--- src/design/lbs_pkg.sv ---
`timescale 1ns / 1ps

package lbs_pkg;

  // Field widths
  localparam int CMD_W    = 1;
  localparam int ID_W     = 16;
  localparam int SIZE_W   = 16;
  localparam int CAP_W    = 20;
  localparam int RATE_W   = 16;
  localparam int STATUS_W = 3;
  localparam int CFG_IDX_W  = 1;
  localparam int CFG_DATA_W = 20;

  // Queue and result limits
  localparam int QUEUE_DEPTH_DEF = 16;
  localparam int MAX_RESULTS     = 16;
  localparam int RES_CNT_W       = $clog2(MAX_RESULTS);

  // Register reset values
  localparam logic [CAP_W-1:0]  CAPACITY_RST  = CAP_W'(1024);
  localparam logic [RATE_W-1:0] LEAK_RATE_RST = RATE_W'(64);

  // Register indexes
  localparam logic [CFG_IDX_W-1:0] CFG_IDX_CAPACITY  = 1'b0;
  localparam logic [CFG_IDX_W-1:0] CFG_IDX_LEAK_RATE = 1'b1;

  // Command codes
  localparam logic [CMD_W-1:0] CMD_ADD  = 1'b0;
  localparam logic [CMD_W-1:0] CMD_TICK = 1'b1;

  typedef enum logic [STATUS_W-1:0] {
    ST_ACCEPTED = 3'd0,
    ST_OVER_CAP = 3'd1,
    ST_FULL     = 3'd2,
    ST_SENT     = 3'd3,
    ST_EMPTY    = 3'd4
  } status_t;

  typedef struct packed {
    logic [CMD_W-1:0]  command;
    logic [ID_W-1:0]   packet_id;
    logic [SIZE_W-1:0] packet_size;
  } in_item_t;

  typedef struct packed {
    status_t           status;
    logic [ID_W-1:0]   out_packet_id;
    logic [SIZE_W-1:0] units_sent;
    logic              packet_done;
    logic [RATE_W-1:0] tick_total;
    logic              last;
  } out_item_t;

  // Controller to datapath commands
  typedef struct packed {
    logic item_load;
    logic add_commit;
    logic empty_emit;
    logic send_step;
  } ctrl_cmd_t;

  // Datapath to controller status
  typedef struct packed {
    logic in_is_tick;
    logic queue_empty;
    logic rate_zero;
    logic out_free;
    logic send_last;
  } dp_stat_t;

endpackage

--- src/design/lbs_ram.sv ---
`timescale 1ns / 1ps

module lbs_ram #(
  parameter int WIDTH = 32,
  parameter int DEPTH = 16
) (
  input  logic                     clk,
  input  logic                     we,
  input  logic [$clog2(DEPTH)-1:0] waddr,
  input  logic [WIDTH-1:0]         wdata,
  input  logic [$clog2(DEPTH)-1:0] raddr,
  output logic [WIDTH-1:0]         rdata
);

  logic [WIDTH-1:0] mem [DEPTH];
  logic [WIDTH-1:0] rdata_r;

  // Write one entry, register the read
  always_ff @(posedge clk) begin
    if (we) begin
      mem[waddr] <= wdata;
    end
    rdata_r <= mem[raddr];
  end

  assign rdata = rdata_r;

endmodule

--- src/design/lbs_ctrl.sv ---
`timescale 1ns / 1ps

module lbs_ctrl (
  input  logic              clk,
  input  logic              rst_n,
  input  logic              in_valid,
  output logic              in_stall,
  input  lbs_pkg::dp_stat_t stat,
  output lbs_pkg::ctrl_cmd_t cmd
);
  import lbs_pkg::*;

  typedef enum logic [1:0] {
    S_IDLE,
    S_ADD,
    S_EMPTY,
    S_SEND
  } state_t;

  state_t state_r, state_nxt;
  logic   in_stall_r;
  logic   accept;

  assign accept   = in_valid && !in_stall_r;
  assign in_stall = in_stall_r;

  // Decode commands and next state
  always_comb begin
    state_nxt      = state_r;
    cmd            = '0;
    unique case (state_r)
      S_IDLE: begin
        if (accept) begin
          cmd.item_load = 1'b1;
          priority if (!stat.in_is_tick) begin
            state_nxt = S_ADD;
          end else if (stat.queue_empty) begin
            state_nxt = S_EMPTY;
          end else if (stat.rate_zero) begin
            state_nxt = S_IDLE;
          end else begin
            state_nxt = S_SEND;
          end
        end
      end
      S_ADD: begin
        if (stat.out_free) begin
          cmd.add_commit = 1'b1;
          state_nxt      = S_IDLE;
        end
      end
      S_EMPTY: begin
        if (stat.out_free) begin
          cmd.empty_emit = 1'b1;
          state_nxt      = S_IDLE;
        end
      end
      S_SEND: begin
        if (stat.out_free) begin
          cmd.send_step = 1'b1;
          if (stat.send_last) begin
            state_nxt = S_IDLE;
          end
        end
      end
      default: state_nxt = S_IDLE;
    endcase
  end

  // Hold state and the registered stall
  always_ff @(posedge clk) begin
    if (!rst_n) begin
      state_r    <= S_IDLE;
      in_stall_r <= 1'b0;
    end else begin
      state_r    <= state_nxt;
      in_stall_r <= (state_nxt != S_IDLE);
    end
  end

endmodule

--- src/design/lbs_dp.sv ---
`timescale 1ns / 1ps

module lbs_dp #(
  parameter int QUEUE_DEPTH = lbs_pkg::QUEUE_DEPTH_DEF
) (
  input  logic                          clk,
  input  logic                          rst_n,
  input  lbs_pkg::in_item_t             in_data,
  output logic                          out_valid,
  output lbs_pkg::out_item_t            out_data,
  input  logic                          out_stall,
  input  logic                          cfg_we,
  input  logic [lbs_pkg::CFG_IDX_W-1:0]  cfg_index,
  input  logic [lbs_pkg::CFG_DATA_W-1:0] cfg_wdata,
  input  lbs_pkg::ctrl_cmd_t            cmd,
  output lbs_pkg::dp_stat_t             stat
);
  import lbs_pkg::*;

  localparam int IDX_W   = $clog2(QUEUE_DEPTH);
  localparam int CNT_W   = $clog2(QUEUE_DEPTH + 1);
  localparam int ENTRY_W = ID_W + SIZE_W;

  // Configuration registers
  logic [CAP_W-1:0]  capacity_r;
  logic [RATE_W-1:0] leak_rate_r;

  // Queue control
  logic [IDX_W-1:0] head_r, head_nxt;
  logic [IDX_W-1:0] tail_r, tail_nxt;
  logic [CNT_W-1:0] count_r, count_nxt;
  logic [CAP_W-1:0] occ_r, occ_nxt;

  // Current request and tick progress
  in_item_t             item_r;
  logic [RATE_W-1:0]    budget_r, budget_nxt;
  logic [RATE_W-1:0]    total_r, total_nxt;
  logic [RES_CNT_W-1:0] k_r, k_nxt;

  // Output register
  logic      out_valid_r, out_valid_nxt;
  out_item_t out_data_r, out_data_nxt;

  // Queue memory
  logic               ram_we;
  logic [IDX_W-1:0]   ram_waddr;
  logic [ENTRY_W-1:0] ram_wdata;
  logic [ENTRY_W-1:0] ram_rdata;
  logic [ID_W-1:0]    head_id;
  logic [SIZE_W-1:0]  head_size;

  // Add evaluation
  logic [CAP_W:0] occ_sum;
  logic           over_cap;
  logic           queue_full;
  logic           add_ok;

  // Send evaluation
  logic              split;
  logic [SIZE_W-1:0] sent;
  logic [RATE_W-1:0] budget_after;
  logic [RATE_W-1:0] total_after;
  logic [CNT_W-1:0]  count_after;
  logic              send_last;

  lbs_ram #(
    .WIDTH (ENTRY_W),
    .DEPTH (QUEUE_DEPTH)
  ) u_queue_ram (
    .clk   (clk),
    .we    (ram_we),
    .waddr (ram_waddr),
    .wdata (ram_wdata),
    .raddr (head_nxt),
    .rdata (ram_rdata)
  );

  assign head_id   = ram_rdata[ENTRY_W-1:SIZE_W];
  assign head_size = ram_rdata[SIZE_W-1:0];

  // Check an add against capacity and free slots
  assign occ_sum    = {1'b0, occ_r} + (CAP_W + 1)'(item_r.packet_size);
  assign over_cap   = occ_sum > {1'b0, capacity_r};
  assign queue_full = (count_r == CNT_W'(QUEUE_DEPTH));
  assign add_ok     = !over_cap && !queue_full;

  // Drain the head entry against the remaining budget
  assign split        = head_size > budget_r;
  assign sent         = split ? budget_r : head_size;
  assign budget_after = budget_r - sent;
  assign total_after  = total_r + sent;
  assign count_after  = split ? count_r : count_r - 1'b1;
  assign send_last    = split || (count_after == '0) || (budget_after == '0) ||
                        (k_r == RES_CNT_W'(MAX_RESULTS - 1));

  // Status to the controller
  assign stat.in_is_tick  = (in_data.command == CMD_TICK);
  assign stat.queue_empty = (count_r == '0);
  assign stat.rate_zero   = (leak_rate_r == '0);
  assign stat.out_free    = !out_valid_r || !out_stall;
  assign stat.send_last   = send_last;

  // Write the tail on add, the shrunk head on a split
  always_comb begin
    ram_we    = 1'b0;
    ram_waddr = tail_r;
    ram_wdata = {item_r.packet_id, item_r.packet_size};
    if (cmd.add_commit && add_ok) begin
      ram_we = 1'b1;
    end else if (cmd.send_step && split) begin
      ram_we    = 1'b1;
      ram_waddr = head_r;
      ram_wdata = {head_id, head_size - budget_r};
    end
  end

  // Advance queue state and tick progress
  always_comb begin
    head_nxt   = head_r;
    tail_nxt   = tail_r;
    count_nxt  = count_r;
    occ_nxt    = occ_r;
    budget_nxt = budget_r;
    total_nxt  = total_r;
    k_nxt      = k_r;
    if (cmd.item_load) begin
      budget_nxt = leak_rate_r;
      total_nxt  = '0;
      k_nxt      = '0;
    end
    if (cmd.add_commit && add_ok) begin
      tail_nxt  = (tail_r == IDX_W'(QUEUE_DEPTH - 1)) ? '0 : tail_r + 1'b1;
      count_nxt = count_r + 1'b1;
      occ_nxt   = occ_sum[CAP_W-1:0];
    end
    if (cmd.send_step) begin
      if (!split) begin
        head_nxt = (head_r == IDX_W'(QUEUE_DEPTH - 1)) ? '0 : head_r + 1'b1;
      end
      count_nxt  = count_after;
      occ_nxt    = (occ_r >= CAP_W'(sent)) ? occ_r - CAP_W'(sent) : '0;
      budget_nxt = budget_after;
      total_nxt  = total_after;
      k_nxt      = k_r + 1'b1;
    end
  end

  // Load the output register, drop it once taken
  always_comb begin
    out_valid_nxt = out_valid_r;
    out_data_nxt  = out_data_r;
    if (out_valid_r && !out_stall) begin
      out_valid_nxt = 1'b0;
    end
    if (cmd.add_commit) begin
      out_valid_nxt              = 1'b1;
      out_data_nxt               = '0;
      out_data_nxt.out_packet_id = item_r.packet_id;
      out_data_nxt.last          = 1'b1;
      priority if (over_cap) begin
        out_data_nxt.status = ST_OVER_CAP;
      end else if (queue_full) begin
        out_data_nxt.status = ST_FULL;
      end else begin
        out_data_nxt.status = ST_ACCEPTED;
      end
    end else if (cmd.empty_emit) begin
      out_valid_nxt       = 1'b1;
      out_data_nxt        = '0;
      out_data_nxt.status = ST_EMPTY;
      out_data_nxt.last   = 1'b1;
    end else if (cmd.send_step) begin
      out_valid_nxt              = 1'b1;
      out_data_nxt.status        = ST_SENT;
      out_data_nxt.out_packet_id = head_id;
      out_data_nxt.units_sent    = sent;
      out_data_nxt.packet_done   = !split;
      out_data_nxt.tick_total    = total_after;
      out_data_nxt.last          = send_last;
    end
  end

  // Control registers
  always_ff @(posedge clk) begin
    if (!rst_n) begin
      capacity_r  <= CAPACITY_RST;
      leak_rate_r <= LEAK_RATE_RST;
      head_r      <= '0;
      tail_r      <= '0;
      count_r     <= '0;
      occ_r       <= '0;
      out_valid_r <= 1'b0;
    end else begin
      if (cfg_we) begin
        unique case (cfg_index)
          CFG_IDX_CAPACITY:  capacity_r  <= cfg_wdata[CAP_W-1:0];
          CFG_IDX_LEAK_RATE: leak_rate_r <= cfg_wdata[RATE_W-1:0];
        endcase
      end
      head_r      <= head_nxt;
      tail_r      <= tail_nxt;
      count_r     <= count_nxt;
      occ_r       <= occ_nxt;
      out_valid_r <= out_valid_nxt;
    end
  end

  // Payload registers
  always_ff @(posedge clk) begin
    if (cmd.item_load) begin
      item_r <= in_data;
    end
    budget_r   <= budget_nxt;
    total_r    <= total_nxt;
    k_r        <= k_nxt;
    out_data_r <= out_data_nxt;
  end

  assign out_valid = out_valid_r;
  assign out_data  = out_data_r;

  a_count_bound: assert property (@(posedge clk) disable iff (!rst_n)
    count_r <= CNT_W'(QUEUE_DEPTH))
    else $error("entry count beyond queue depth");

  a_ptr_count: assert property (@(posedge clk) disable iff (!rst_n)
    (head_r != tail_r) |-> (count_r != '0 && count_r != CNT_W'(QUEUE_DEPTH)))
    else $error("head and tail disagree with entry count");

  a_send_nonempty: assert property (@(posedge clk) disable iff (!rst_n)
    cmd.send_step |-> (count_r != '0))
    else $error("send step on an empty queue");

  a_split_last: assert property (@(posedge clk) disable iff (!rst_n)
    (out_valid_r && out_data_r.status == ST_SENT && !out_data_r.packet_done)
      |-> out_data_r.last)
    else $error("partial send not marked last");

endmodule

--- src/design/leaky_bucket_packet_shaper_top.sv ---
`timescale 1ns / 1ps

// Leaky bucket packet shaper. An add request queues a packet (id, size) when
// occupancy plus size fits bucket_capacity and a slot is free, else returns
// over-capacity or queue-full status; it is accepted in the idle state, then
// the result is loaded in the add state once the output is free. A tick
// request is accepted in the idle state, then drains from the FIFO head at
// one result per cycle while the output is not stalled, up to leak_rate
// units and 16 results, splitting the head packet when the budget runs out.
// That pace is set by the queue RAM's single registered read port, which
// always reads the next head entry. An empty tick gives one empty status; a
// tick with a zero leak rate on a non-empty queue gives no result. A new
// request is accepted only when the previous one has produced all its
// results into the output register. Write configuration only while idle.
module leaky_bucket_packet_shaper_top #(
  parameter int QUEUE_DEPTH = lbs_pkg::QUEUE_DEPTH_DEF
) (
  input  logic                           clk,
  input  logic                           rst_n,
  input  logic                           in_valid,
  output logic                           in_stall,
  input  lbs_pkg::in_item_t              in_data,
  output logic                           out_valid,
  input  logic                           out_stall,
  output lbs_pkg::out_item_t             out_data,
  input  logic                           cfg_we,
  input  logic [lbs_pkg::CFG_IDX_W-1:0]  cfg_index,
  input  logic [lbs_pkg::CFG_DATA_W-1:0] cfg_wdata
);
  import lbs_pkg::*;

  ctrl_cmd_t cmd;
  dp_stat_t  stat;

  lbs_ctrl u_ctrl (
    .clk      (clk),
    .rst_n    (rst_n),
    .in_valid (in_valid),
    .in_stall (in_stall),
    .stat     (stat),
    .cmd      (cmd)
  );

  lbs_dp #(
    .QUEUE_DEPTH (QUEUE_DEPTH)
  ) u_dp (
    .clk       (clk),
    .rst_n     (rst_n),
    .in_data   (in_data),
    .out_valid (out_valid),
    .out_data  (out_data),
    .out_stall (out_stall),
    .cfg_we    (cfg_we),
    .cfg_index (cfg_index),
    .cfg_wdata (cfg_wdata),
    .cmd       (cmd),
    .stat      (stat)
  );

endmodule

--- config.mk ---
export PLATFORM = sky130hd
export DESIGN_NAME = leaky_bucket_packet_shaper_top
export DESIGN_NICKNAME = d
export VERILOG_FILES = /design/src/design/lbs_pkg.sv /design/src/design/lbs_ram.sv /design/src/design/lbs_ctrl.sv /design/src/design/lbs_dp.sv /design/src/design/leaky_bucket_packet_shaper_top.sv
export SDC_FILE = /design/constraint.sdc
export NUM_CORES = 1
export LEC_CHECK = 0
export BUFFER_PORTS_ARGS = -buffer_cell sky130_fd_sc_hd__buf_2
export CELL_PAD_IN_SITES_DETAIL_PLACEMENT = 0
export CELL_PAD_IN_SITES_GLOBAL_PLACEMENT = 1
export CORE_ASPECT_RATIO = 1.5
export CORE_MARGIN = 3
export CORE_UTILIZATION = 56
export CTS_CLUSTER_DIAMETER = 80
export DETAILED_ROUTE_END_ITERATION = 10
export GPL_TIMING_DRIVEN = 1
export PLACE_DENSITY_LB_ADDON = 0.1
export SYNTH_ARGS = -nofsm -noshare
export SYNTH_HDL_FRONTEND = slang
export SYNTH_SLANG_ARGS = --single-unit
--- constraint.sdc ---
create_clock -name clk -period 10.7 [get_ports clk]
set_input_delay 1.07 -clock clk [delete_from_list [all_inputs] [get_ports clk]]
set_output_delay 1.07 -clock clk [all_outputs]
set_load 0.03 [all_outputs]
======== Word-level counts from Yosys, hierarchy flattened ========
Memories as Yosys holds them, arrays and structs flattened. A register that Yosys moved wholly into a read port is not among the register bits.
Cells that the tools add are included.
cells by class
  add/subtract/negate cells ............... 10
  magnitude comparators ................... 3
  equality and inequality tests ........... 7
  muxes and demuxes ....................... 48
  bitwise logic cells ..................... 1
  reduce and logical (&&, ||, !) cells .... 29
operator list
  cell                   number
  $mux W53               3
  $mux W16               5
  $mux W32               2
  $mux W20               3
  $logic_not A16 Y1      2
  $mux W4                8
  $sub A16 B16 Y16       2
  $add A20 B16 Y21       1
  $gt A21 B20 Y1         1
  $ge A20 B16 Y1         1
  $sub A20 B16 Y20       1
  $add A16 B16 Y16       1
  $gt A16 B16 Y1         1
  $mux W2                8
  $mux W5                3
  $mux W1                14
  $add A4 B1 Y4 const B  3
  $eq A4 B4 Y1 const B   3
  $logic_not A5 Y1       2
  $logic_not A1 Y1       6
  $pmux W2 S3            1
  $reduce_bool A2 Y1     3
  $add A5 B1 Y5 const B  1
  $eq A5 B5 Y1 const B   1
  12 further kinds       22
storage, ports and cells
  register bits ........................... 194
  bits in writable memories ............... 512
  input bits .............................. 59
  output and inout port bits .............. 55
  logic and storage cells ................. 119
  memories ................................ 1
memories
  name                  depth  width  rd ports  clocked after memory_dff  wr ports  line           source
  u_dp.u_queue_ram.mem  16     32     1         1                         1         lbs_ram.sv:15  logic [WIDTH-1:0] mem [DEPTH];

======== Logic depth before layout (Yosys ltp) ========
  depth in word-level cells ............... 10
  gate-level depth with buffers ........... 28
  mapped depth without buffers ............ 24

======== Modules after synthesis ========
Synthesis repeated with hierarchy kept, for this count alone.
second synthesis, totals
  cells, all modules ...................... 2341
  area, all modules ....................... 32881.5 µm²
modules (own cells, without submodules)
  module    instances  cells an instance  area an instance (µm²)  sequential area each (µm²)
  lbs_ram   1          838                19835.3                 16015.4
  lbs_dp    1          1477               12823.5                 4694.5
  lbs_ctrl  1          26                 222.7                   60.1

======== Worst setup path before layout ========
Ideal clock, no wire load.
  path kind ............................... reg2reg
  start point ............................. reg u_dp.item_r[0] (netlist bit)
  end point ............................... mem u_dp.u_queue_ram.mem[0][0], enable pin
  setup time .............................. 0.421 ns
  arrival ................................. 6.366 ns
  data required time ...................... 10.279 ns
  slack ................................... 3.913 ns
  stages on the path, launching flop included .. 24
  buffers on the path ..................... 1
  period minus slack after synthesis ...... 6.787 ns
  path through ............................ edfxtp_1 -> ha_1 -> fa_1 -> a21o_1 -> a21oi_1 -> o21bai_1 -> a21oi_1 -> o21ba_2 -> o21ai_0 -> a31o_2 -> a21oi_1 -> o21a_1 -> xnor2_1 -> ha_1 -> and4_1 -> a221o_1 -> a21o_1 -> a21o_1 -> a21oi_1 -> o221ai_1 -> nor2_1 -> buf_2 -> a21oi_1 -> nor2_1
between the ends
  cells in the longest elaborated chain, start to end .. 8
  elaborated cells between the ends (all ways) .. 9
  classes of those cells .................. 1 x add/sub; 1 x order compare; 4 x mux; 3 x reduce/logical
ends and longest elaborated chain
  what                           line           source
  from (decl)                    lbs_dp.sv:35   in_item_t item_r;
  from (signal assigned)         lbs_dp.sv:211  item_r <= in_data;
  $add A20 B16 Y21 *             lbs_dp.sv:82   assign occ_sum = {1'b0, occ_r} + (CAP_W + 1)'(item_r.packet_size);
  $gt A21 B20 Y1 *               lbs_dp.sv:83   assign over_cap = occ_sum > {1'b0, capacity_r};
  $logic_not A1 Y1 *             lbs_dp.sv:85   assign add_ok = !over_cap && !queue_full;
  $logic_and A1 B1 Y1 *          lbs_dp.sv:85
  $logic_and A1 B1 Y1 *          lbs_dp.sv:108  if (cmd.add_commit && add_ok) begin
  $mux W1                        lbs_dp.sv:108
  $mux W1                        lbs_ram.sv:20  if (we) begin
  $mux W1 (not written as such)  lbs_ram.sv:21  mem[waddr] <= wdata;
  to (decl)                      lbs_ram.sv:15
Every way passes the cells marked *; elsewhere a longest branch is shown, timed or not.

======== Worst setup path in the final report ========
  start point ............................. reg u_dp.item_r[0] (netlist bit)
  end point ............................... mem u_dp.u_queue_ram.mem[12][18], enable pin
Same word-level chain as after synthesis.

==> results.yml <==
global_route:
  first_pass_grt_wire_length_um: 134000
  total_track_usage_pct: 29.1
  grt_antenna_before_repair: 0
  grt_max_degree: 130
  grt_pass1_vias: 21300
  global_route.overflow_total: 0
power:
  power.density_cell_area_nw_per_um2: 185
  ir_drop_v: 0.000150
  power.leakage_nw: 13.1
floorplan:
  initial_utilization_pct: 56.9
  dieWidth_um: 205
  die-area_sq_um: 62100
  core.rowCount: 108
  design.core.area_sq_um: 58200
  top_level_ports: 114
  die_y_um: 304
logic_synthesis:
  synthesis.nets: 2568
  post_synth_num_cell_types: 90
  synth_sequential_area_ratio_pct: 62.7
  synth_cells: 2429
  synth_enable_flop_cells: 599
  synth-seq-cells: 738
  synth-warning-count: 0
  synth-main-ff-cell: "edfxtp_1"
  synthArstFlopShare_pct: 0
  post_synth_instance_area_sq_um: 33100
  syn_avg_cell_area_sq_um: 13.6
timing:
  upper_clock_frequency_limit_mhz: 129
  finalClockSkew_ns: 0.0223
  setup_tns_ns: 0
  timing_max_transition_violations_final: 0
  max-slew-margin-rel_pct: 15.3
  finalSetupViolations: 0
  layout_worst_path_cycle_share_pct: 72.5
  clock_period_minus_final_worst_setup_slack_ns: 7.76
  timing_worst_slew_pin_value_ns: 1.27
  hold_violations: 0
  rsz0062_at_grt: "no"
final_layout:
  final_layout_size_suffix_gt1_share_pct: 18.9
  areaGrowthSynthToFinish_pct: 11.9
  nets: 2693
  post-route-util_pct: 63.6
  post_layout_nonfiller_instances: 3380
clock_tree:
  cts_hold_buf: 0
  clock_tree.root_cell: "clkbuf_16"
  cts_resized: 0
  clk_pin_slew_ns: 0.06
  cts.sink_count: 738
  tritoncts: "built"
  cts_max_path_buffers: 3
  clock_insertion_delay_worst_skew_ns: 0.62
  h-tree-depth: 3
  numCtsBuffers: 69
  post_cts.repair.setup_buffers: 0
detailed_routing:
  viasPerCell: 6.24
  first_pass_iters: 5
  wl_um: 90300
  num_vias: 21100
  drt_iter0_markers: 1722
  drc_errors: 0
  drtAntennaViolNets: 0
  avgRoutedWirePerCell_um: 26.7
worst_setup_path:
  critical_path.endpoint_type: "flop"
  critical_path.max_fanout: 32
  worst_path_required_time_ns: 10.92
  worstSetupStartpointType: "flop"
  start_to_end_type_of_the_worst_setup_path: "reg -> reg"
  crit_arrival_ns: 7.98
  reg2reg_setup_slack_ns: 2.94
placed_design:
  routabilityCongestion: 0.953
  hpwl_um: 60700
  portBuffers: 113
  dp.cells: 3253
run_status:
  outcome: "complete, no violations"
run:
  maxCapViolCount: 0
worst_hold_path:
  min_path_type: "reg -> reg"
[cell usage after synthesis, types with 8 or more instances]
library cell  instances  area, sq um
mux2_2               21          236
maj3_1                9         90.1
nor4_1               12         75.1
o31ai_1              17          128
a21o_1               24          180
buf_2                21          105
edfxtp_1            599        18000
and3_1               12         75.1
a21boi_0              8         60.1
mux2i_1              15          150
mux4_2              128         2880
a22o_1               19          166
clkbuf_1             71          267
nand3_1              23          115
a31oi_1              50          313
nor3_1               14         70.1
a21oi_1             131          656
nor2_1              154          578
o21a_1               10         75.1
nand2_1             283         1060
o21ai_0              81          405
nand4_1              14         87.6
xnor2_1              59          517
dfxtp_1             139         2780
buf_1                12         45.0
inv_1                93          349
ha_1                 78          976
a211oi_1             56          420
xor2_1               30          263
o211ai_1             11         82.6
o22a_1                8         70.1
nor2b_1              14         87.6
o22ai_1              13         81.3
and2_1               50          313
nand2b_1             14         87.6
[flip-flops by register name (all words and copies together) (netlist names)]
register and cells:
u_ctrl.in_stall 1, u_ctrl.state_r 2, u_dp.budget_r 16, u_dp.capacity_r 20
u_dp.count_r 5, u_dp.head_r 4, u_dp.item_r 32, u_dp.k_r 4
u_dp.leak_rate_r 16, u_dp.occ_r 20, u_dp.out_data 53, u_dp.out_valid 1
u_dp.tail_r 4, u_dp.total_r 16, u_dp.u_queue_ram.mem 512, u_dp.u_queue_ram.rdata 32
[kinds of logic after synthesis]
family | Yosys count | share of synthesized area (%)
buffers and inverters | 202 | 2.48
AO/OA/AOI/OAI | 506 | 10.2
AND/OR/NAND/NOR | 634 | 8.77
multiplexers | 167 | 10.0
adder cells (fa/ha/maj) | 93 | 3.48
XOR/XNOR | 89 | 2.35
flip-flops | 738 | 62.7
[routing by layer]
| metal | global-route usage, % | part of all wire [%] |
|---|---|---|
| met1 | 33.4 | 36 |
| met2 | 51.1 | 52 |
| met3 | 4.12 | 5.0 |
| met4 | 18.3 | 7.2 |
| met5 | 0 | 0 |
[cells in the final DEF (no fill, tap or decap), types with 13 or more instances in the layout]
cell type and count:
mux4_2 128, nor3_1 14, nand2b_1 14, o21ai_0 79, nor2_4 17, dfxtp_1 139
nand2_1 282, nand3_1 23, clkbuf_16 71, nor2b_1 14, o31ai_1 16, inv_1 92
a21oi_1 130, a22o_1 19, a21o_1 24, mux2i_1 14, a31oi_1 50, ha_1 78
edfxtp_1 599, xnor2_1 58, clkinv_2 13, nor2_1 135, o22ai_1 13, xor2_1 29
and2_1 48, buf_4 48, nand4_1 14, buf_2 113, a211oi_1 56, mux2_2 21
[worst paths after layout]
kind	start	end	depth (start not counted)
min reg2reg	u_dp.out_data[14]	u_dp.out_data[14]	2
max	u_dp.item_r[0]	u_dp.u_queue_ram.mem[12][18]	22
max reg2reg	u_dp.item_r[0]	u_dp.u_queue_ram.mem[12][18]	22
min	u_dp.out_data[14]	u_dp.out_data[14]	2
[per-stage QoR]
step / total power (W) / setup slack [ns] / cell area (sq um) / hold slack (ns)
global route: 0.00710 / 2.36 / 37000 / 0.470
floorplan: 0.00409 / 3.91 / 33100 / 0.436
finish: 0.00685 / 2.94 / 37100 / 0.449
global placement: 0.00443 / 3.11 / 34800 / 0.439
CTS: 0.00689 / 2.86 / 37000 / 0.452
detailed placement: 0.00445 / 2.92 / 34800 / 0.438
[critical path, cell delays in order (launching register included)]
cell,delay (ns)
edfxtp_1,0.41
ha_1,0.25
fa_1,0.41
a21o_1,0.18
a21oi_1,0.24
o21bai_1,0.10
a21oi_1,0.22
o21ba_2,0.19
o21ai_0,0.11
a31o_2,0.27
a21oi_1,0.25
o21a_1,0.28
xnor2_1,0.18
ha_1,0.28
and4_1,0.18
a221o_1,0.32
a21o_1,0.18
a21o_1,0.18
a21oi_1,0.24
o221ai_1,0.30
o21ai_4,0.94
a31oi_1,0.54
nor2_4,1.09
[power by group]
part | switching, W | internal [W] | total, W | leakage, nW
clock network | 0.00107 | 0.00138 | 0.00245 | 1.11
registers | 0.0000727 | 0.00325 | 0.00332 | 6.58
logic | 0.000712 | 0.000371 | 0.00108 | 5.38
[area by class of cell]
type	instances	area (sq um)
Fill cell	4345	21200
Clock buffer	91	1930
Tap cell	770	963
Multi-Input combinational cell	1489	11700
Sequential cell	738	20800
Timing Repair Buffer	163	966
Clock inverter	35	324
Antenna cell	1	2.50
Inverter	93	349
Power figures use the tool's default switching activity.
